## config.mk

```make
export PLATFORM = sky130hd
export DESIGN_NAME = mse_ctrl
export DESIGN_NICKNAME = d
export VERILOG_FILES = /design/src/hw/rtl/mse_pkg.sv /design/src/hw/rtl/mse_ctrl.sv
export SDC_FILE = /design/constraint.sdc
export NUM_CORES = 1
export LEC_CHECK = 0
export ABC_CLOCK_PERIOD_IN_PS = 1800
export BUFFER_PORTS_ARGS = -buffer_cell sky130_fd_sc_hd__buf_2
export CORE_AREA = 8 8 45 47
export DETAILED_ROUTE_END_ITERATION = 8
export DIE_AREA = 0 0 53 55
export GPL_ROUTABILITY_DRIVEN = 0
export PLACE_DENSITY = 0.54
export SLEW_MARGIN = 10
export SYNTH_ARGS = -nofsm -noshare
export SYNTH_HDL_FRONTEND = slang
export SYNTH_SLANG_ARGS = --single-unit
```

## constraint.sdc

```tcl
create_clock -name clk -period 1.8 [get_ports clk]
set_input_delay 0.27 -clock clk [delete_from_list [all_inputs] [get_ports clk]]
set_output_delay 0.27 -clock clk [all_outputs]
set_load 0.1 [all_outputs]
```

## src/hw/rtl/mse_pkg.sv

```systemverilog
// ----------------------------------------------------------------------------
// mse_pkg
// Shared constants, codes and types of the instruction executor.
// ----------------------------------------------------------------------------
package mse_pkg;

	localparam int DATA_WORDS = 1024;
	localparam int DMEM_AW    = $clog2(DATA_WORDS);

	localparam logic [31:0] SP_RESET    = 32'h0100_0000;
	localparam logic [31:0] ALL_ONES    = 32'hFFFF_FFFF;
	localparam logic [31:0] HALT_PC     = 32'hFFFF_FFFF;
	localparam logic [31:0] TARGET_MASK = 32'h03FF_FFFF;

	localparam logic [5:0] OP_SPECIAL = 6'h00;
	localparam logic [5:0] OP_J       = 6'h02;
	localparam logic [5:0] OP_JAL     = 6'h03;
	localparam logic [5:0] OP_BEQ     = 6'h04;
	localparam logic [5:0] OP_BNE     = 6'h05;
	localparam logic [5:0] OP_ADDI    = 6'h08;
	localparam logic [5:0] OP_ADDIU   = 6'h09;
	localparam logic [5:0] OP_SLTI    = 6'h0A;
	localparam logic [5:0] OP_SLTIU   = 6'h0B;
	localparam logic [5:0] OP_ANDI    = 6'h0C;
	localparam logic [5:0] OP_ORI     = 6'h0D;
	localparam logic [5:0] OP_COP0    = 6'h10;
	localparam logic [5:0] OP_LW      = 6'h23;
	localparam logic [5:0] OP_SW      = 6'h2B;

	localparam logic [5:0] FN_SLL   = 6'h00;
	localparam logic [5:0] FN_SRL   = 6'h02;
	localparam logic [5:0] FN_JR    = 6'h08;
	localparam logic [5:0] FN_MULT  = 6'h18;
	localparam logic [5:0] FN_MULTU = 6'h19;
	localparam logic [5:0] FN_DIV   = 6'h1A;
	localparam logic [5:0] FN_DIVU  = 6'h1B;
	localparam logic [5:0] FN_ADD   = 6'h20;
	localparam logic [5:0] FN_ADDU  = 6'h21;
	localparam logic [5:0] FN_SUB   = 6'h22;
	localparam logic [5:0] FN_SUBU  = 6'h23;
	localparam logic [5:0] FN_AND   = 6'h24;
	localparam logic [5:0] FN_OR    = 6'h25;
	localparam logic [5:0] FN_NOR   = 6'h27;
	localparam logic [5:0] FN_SLT   = 6'h2A;
	localparam logic [5:0] FN_SLTU  = 6'h2B;

	localparam logic [1:0] CLS_R   = 2'd0;
	localparam logic [1:0] CLS_I   = 2'd1;
	localparam logic [1:0] CLS_J   = 2'd2;
	localparam logic [1:0] CLS_NOP = 2'd3;

	localparam logic [4:0] REG_V0 = 5'd2;
	localparam logic [4:0] REG_SP = 5'd29;
	localparam logic [4:0] REG_RA = 5'd31;

	typedef struct packed {
		logic load_instr;
		logic exec;
		logic mul;
		logic div_init;
		logic div_step;
		logic div_fin;
		logic load_data;
		logic commit;
		logic clear_wr;
	} cmd_t;

	typedef struct packed {
		logic is_mul;
		logic is_div;
		logic is_lw;
		logic div_last;
		logic clear_last;
	} status_t;

	function automatic logic [31:0] rf_reset_value(input logic [4:0] idx);
		logic [31:0] v;
		case (idx)
			REG_SP:  v = SP_RESET;
			REG_RA:  v = ALL_ONES;
			default: v = '0;
		endcase
		return v;
	endfunction

endpackage

```

## src/hw/rtl/mse_ctrl.sv

```systemverilog
// ----------------------------------------------------------------------------
// mse_ctrl
// Sequencer: memory clear, fetch, execute, multiply, divide, load, retire.
// ----------------------------------------------------------------------------
module mse_ctrl (
	input  logic             clk,
	input  logic             arst_n,
	input  logic             in_valid,
	output logic             in_ready,
	output logic             out_valid,
	input  logic             out_ready,
	input  mse_pkg::status_t sts,
	output mse_pkg::cmd_t    cmd
);

	typedef enum logic [3:0] {
		ST_CLEAR, ST_IDLE, ST_EXEC, ST_MUL, ST_DIVI, ST_DIVS, ST_DIVF, ST_LOAD, ST_WB
	} state_t;

	state_t state_q;
	logic   out_valid_q;
	logic   commit;

	assign in_ready  = (state_q == ST_IDLE);
	assign out_valid = out_valid_q;
	assign commit    = (state_q == ST_WB) && (!out_valid_q || out_ready);

	always_comb begin
		cmd            = '0;
		cmd.load_instr = in_ready && in_valid;
		cmd.exec       = (state_q == ST_EXEC);
		cmd.mul        = (state_q == ST_MUL);
		cmd.div_init   = (state_q == ST_DIVI);
		cmd.div_step   = (state_q == ST_DIVS);
		cmd.div_fin    = (state_q == ST_DIVF);
		cmd.load_data  = (state_q == ST_LOAD);
		cmd.commit     = commit;
		cmd.clear_wr   = (state_q == ST_CLEAR);
	end

	always_ff @(posedge clk or negedge arst_n) begin
		if (!arst_n) begin
			state_q     <= ST_CLEAR;
			out_valid_q <= 1'b0;
		end else begin
			if (commit)
				out_valid_q <= 1'b1;
			else if (out_ready)
				out_valid_q <= 1'b0;
			case (state_q)
				ST_CLEAR: if (sts.clear_last) state_q <= ST_IDLE;
				ST_IDLE:  if (in_valid) state_q <= ST_EXEC;
				ST_EXEC: begin
					if (sts.is_mul)
						state_q <= ST_MUL;
					else if (sts.is_div)
						state_q <= ST_DIVI;
					else if (sts.is_lw)
						state_q <= ST_LOAD;
					else
						state_q <= ST_WB;
				end
				ST_MUL:   state_q <= ST_WB;
				ST_DIVI:  state_q <= ST_DIVS;
				ST_DIVS:  if (sts.div_last) state_q <= ST_DIVF;
				ST_DIVF:  state_q <= ST_WB;
				ST_LOAD:  state_q <= ST_WB;
				ST_WB:    if (commit) state_q <= ST_IDLE;
				default:  state_q <= ST_IDLE;
			endcase
		end
	end

endmodule

```

# After elaboration in Yosys (flattened, before gate mapping)

Index checks and enable logic that the tools add are counted.

Register bits: 5
Bits in latches: 0
Memory bits (writable): 0
ROM bits: 0
Input port bits: 9
Output and inout bits: 11
Logic and storage cells: 32
Memories kept: 0

Add/subtract/negate cells: 0
Multiply operators: 0
Div/mod/pow operators: 0
$lt $le $gt $ge: 0
Equal/unequal tests: 12
Shift operators: 0
Multiplexer cells: 10
Bitwise gates (word level): 0
Reductions and logical operators: 8

Operators with widths:

| operator                                      | count |
|---|---|
| 2-to-1 mux 4 bit                              | 7 |
| case mux 4 bit (7 select lines)               | 1 |
| == test 4 x 3 -> 1 bit, second input constant | 4 |
| == test 4 x 2 -> 1 bit, second input constant | 2 |
| inequality test 2 bit, second input constant  | 4 |
| == test 4 x 1 -> 1 bit, second input constant | 1 |
| == test 4 bit, second input constant          | 1 |
| zero test 4 bit                               | 1 |
| AND reduction 4 bit                           | 1 |
| OR reduction 3 bit                            | 1 |
| logical AND 1 bit                             | 2 |
| 2-to-1 mux 1 bit                              | 2 |
| nonzero test 2 bit                            | 1 |
| zero test 1 bit                               | 1 |
| logical OR 1 bit                              | 1 |

# Longest topological paths before layout

Depth after elaboration: 5
Depth in mapped cells: 5
Gate-level depth less buffers: 4

# Worst setup path before layout

No wires, ideal clock.

Kind: register to output
Start point: register state_q[1]
End point: output port cmd[8] (netlist bit)
Arrival: 3858 ps
Required time: 1530 ps
Slack: -2328 ps
Cell stages (with the launch flop): 5
Buffers on the path: 1
Path through: dfrtp_1 -> buf_4 -> or2b_2 -> nor3_1 -> and2_1

RTL lines:

| item                   | line           | text |
|---|---|---|
| from (decl)            | mse_ctrl.sv:20 | `state_t state_q;` |
| from (signal assigned) | mse_ctrl.sv:43 | `state_q <= ST_CLEAR;` |
| from (signal assigned) | mse_ctrl.sv:51 | `ST_CLEAR: if (sts.clear_last) state_q <= ST_IDLE;` |
| from (signal assigned) | mse_ctrl.sv:52 | `ST_IDLE: if (in_valid) state_q <= ST_EXEC;` |
| to (decl)              | mse_ctrl.sv:13 | `output mse_pkg::cmd_t cmd` |

==> out/summary.json <==
{
  "cts": {
    "clkLatencyLatePin_ns": 0.24,
    "clockRootBuffer": "sky130_fd_sc_hd__clkbuf_4",
    "ctsHtreeMaxLevel": 1,
    "cts.clk_slew.worst_paths_ns": 0.04,
    "tritoncts": "done",
    "clock-sinks": 5,
    "clock_tree.buffer_depth": 2,
    "tritoncts.num_buffers": 3
  },
  "critical_path": {
    "rr_startpoint": "state_q[1]",
    "critical_path.slowest_cell": "sky130_fd_sc_hd__or4b_4",
    "worst_setup_sp": "state_q[1]",
    "setup.worst_path.class": "flop to primary output",
    "critical_path.endpoint_type": "primary output",
    "timing.critical_path.from_type": "flop",
    "path_delay_family": "simple AND/OR/NAND/NOR gates",
    "timing.critical_path.arrival_ns": 1.58,
    "worstPathCellList": "or4b_4, and2b_2, buf_12",
    "critical-path-max-stage-delay_ns": 0.52,
    "worst-path-buf-inv": 1,
    "critPathMaxFanout": 3,
    "critical_path_required_ns": 1.53
  },
  "drt": {
    "totalWireLength_mm": 1.10,
    "post_drt_via_cell_ratio": 4.71,
    "antenna_violating_nets_post_route": 0,
    "dr.first_iter.drc_count": 7,
    "post-route-drc-count": 0,
    "via_count": 400,
    "wl_per_cell_microns": 13.0,
    "firstDrtPassIters": 3
  },
  "worst_hold_path": {
    "hold_path.startpoint": "sts[3]",
    "worstHoldPathType": "input port to flop"
  },
  "global_route": {
    "globalRoute.totalOverflow": 0,
    "grt_pass1_wl_mm": 1.90,
    "grtUsageTotal": 0.0861,
    "grt_start_max_net_pins": 10,
    "antenna_found_initial": 0,
    "via_count_of_the_first_global_routing_pass": 441
  },
  "sta": {
    "timing.final.setup_violations": 1,
    "maxSlewViolCount": 0,
    "fin_crit_sh": 1.03,
    "worst_slew_pin_slew_ns": 0.491,
    "unrepaired_setup_endpoints_after_global_routing": "yes",
    "final.setup.worst_slack_ns": -0.0480,
    "worst_slew_margin_rel": 0.675,
    "achievable-frequency_mhz": 541,
    "shortest_period_the_worst_path_allows_ns": 1.85,
    "setup_clock_skew_after_layout_ns": 0.00442,
    "hold_viol": 0
  },
  "yosys": {
    "syn-instance-count": 43,
    "yosys_warnings": 0,
    "synth_seq_cells": 5,
    "synth.cell_area_sq_um": 399,
    "async_reset_ff_frac": 1.00,
    "synth.avg_cell_area_sq_um": 9.28,
    "postSynth.topFlopCell": "sky130_fd_sc_hd__dfrtp_1",
    "synth_top_cells_by_area": "sky130_fd_sc_hd__dfrtp_1 (31%), sky130_fd_sc_hd__or2b_2 (6.6%), sky130_fd_sc_hd__buf_4 (5.6%)",
    "yosysTopAreaCellShare": 0.313,
    "synth_fp_nets": 52,
    "yosysTopAreaCell": "sky130_fd_sc_hd__dfrtp_1",
    "yosys-top-cells-count": "sky130_fd_sc_hd__nor2_1 (6), sky130_fd_sc_hd__dfrtp_1 (5)",
    "yosys.cell_count.top_type": "sky130_fd_sc_hd__nor2_1",
    "ys_seq_area_frac": 0.313,
    "synth.lib_cells_used.distinct": 24,
    "synth_edf_count": 0
  },
  "die": {
    "row_count": 14,
    "die-area_sq_um": 2920,
    "initial_core_util": 0.288,
    "num_io_pins": 20,
    "fp.coreArea_sq_um": 1380,
    "die_x_microns": 53,
    "die_height_microns": 55
  },
  "cells_and_area": {
    "layout-drive-gt1-share": 0.667,
    "area.growth.synth_to_final_pct": 92.5,
    "postLayoutCoreUtil": 0.555,
    "finalNetCount": 79,
    "antenna-diode-count": 0
  },
  "outcome": {
    "outcome": "finished, violations left",
    "failing_checks": "negative setup slack"
  },
  "placed_design": {
    "dp.final_hpwl_microns": 870,
    "place.port_buffers": 19
  },
  "flow_run": {
    "drv.max_cap_violation_count": 0
  }
}
-- sequential cells by signal, indices dropped and copies added (netlist names) --
name / count
state_q: 4
out_valid: 1
-- path summary, 6_finish.rpt --
path / end / slack, ns / depth (start not counted)
max in group asynchronous: out_valid / 1.27 / 2
min in group asynchronous: state_q[0] / 0.38 / 2
min: state_q[3] / 0.27 / 2
max reg2reg: state_q[0] / 0.06 / 5
min reg2reg: state_q[1] / 0.64 / 2
max: cmd[1] / -0.05 / 3
-- routing by layer --
layer / GRT usage / vias up / routed length [microns]
li1: - / 205 / -
met1: 0.101 / 187 / 468
met2: 0.145 / 8 / 588
met3: 0.0214 / 0 / 45
met4: 0.0388 / 0 / 0
met5: 0 / - / 0
-- repair_timing --
action                                  CTS  global route
endpoints found under the setup margin    1             4
hold buffers                              1             0
endpoints found under the hold margin     5             0
gates resized for setup                   1             2
setup buffers                             2             0
pin swaps                                 1             2
-- cell usage in the layout (no fill, tap or decap), types with 2 or more instances in the layout --
master / n
sky130_fd_sc_hd__buf_12: 10
sky130_fd_sc_hd__buf_2: 9
sky130_fd_sc_hd__buf_4: 5
sky130_fd_sc_hd__clkbuf_4: 3
sky130_fd_sc_hd__dfrtp_1: 4
sky130_fd_sc_hd__nand2_1: 3
sky130_fd_sc_hd__nor2_1: 4
sky130_fd_sc_hd__nor2_2: 3
sky130_fd_sc_hd__nor2b_1: 2
sky130_fd_sc_hd__or2b_2: 2
-- area by class of cell --
class                           count  area [sq um]
Sequential cell                     5           126
Timing Repair Buffer               26           304
Multi-Input combinational cell     34           292
Fill cell                         117           616
Tap cell                           16          20.0
Clock buffer                        4          26.3
-- through the flow --
| step | TNS [ns] | cells | worst slack [ns] | hold slack [ns] | area, sq um |
|---|---|---|---|---|---|
| after floorplan | -3.32 | 43 | -0.571 | -0.0256 | 455 |
| final | -0.0480 | 85 | -0.0480 | 0.269 | 768 |
| after detailed placement | 0 | 78 | 0.160 | 0.0863 | 709 |
| after global routing | -0.0990 | 85 | -0.0990 | 0.265 | 768 |
| after global placement | 0 | 78 | 0.162 | 0.0838 | 709 |
| after CTS | -0.0701 | 85 | -0.0701 | 0.264 | 763 |
-- logic make-up after synthesis --
| logic type | share of synthesized area |
|---|---|
| flops | 0.313 |
| simple gates | 0.467 |
| compound gates | 0.0690 |
| buf+inv | 0.0846 |
| mux | 0.0658 |
Power is not shown: default switching activity piles up to over one toggle a cycle in this logic, so the estimate is an artifact.
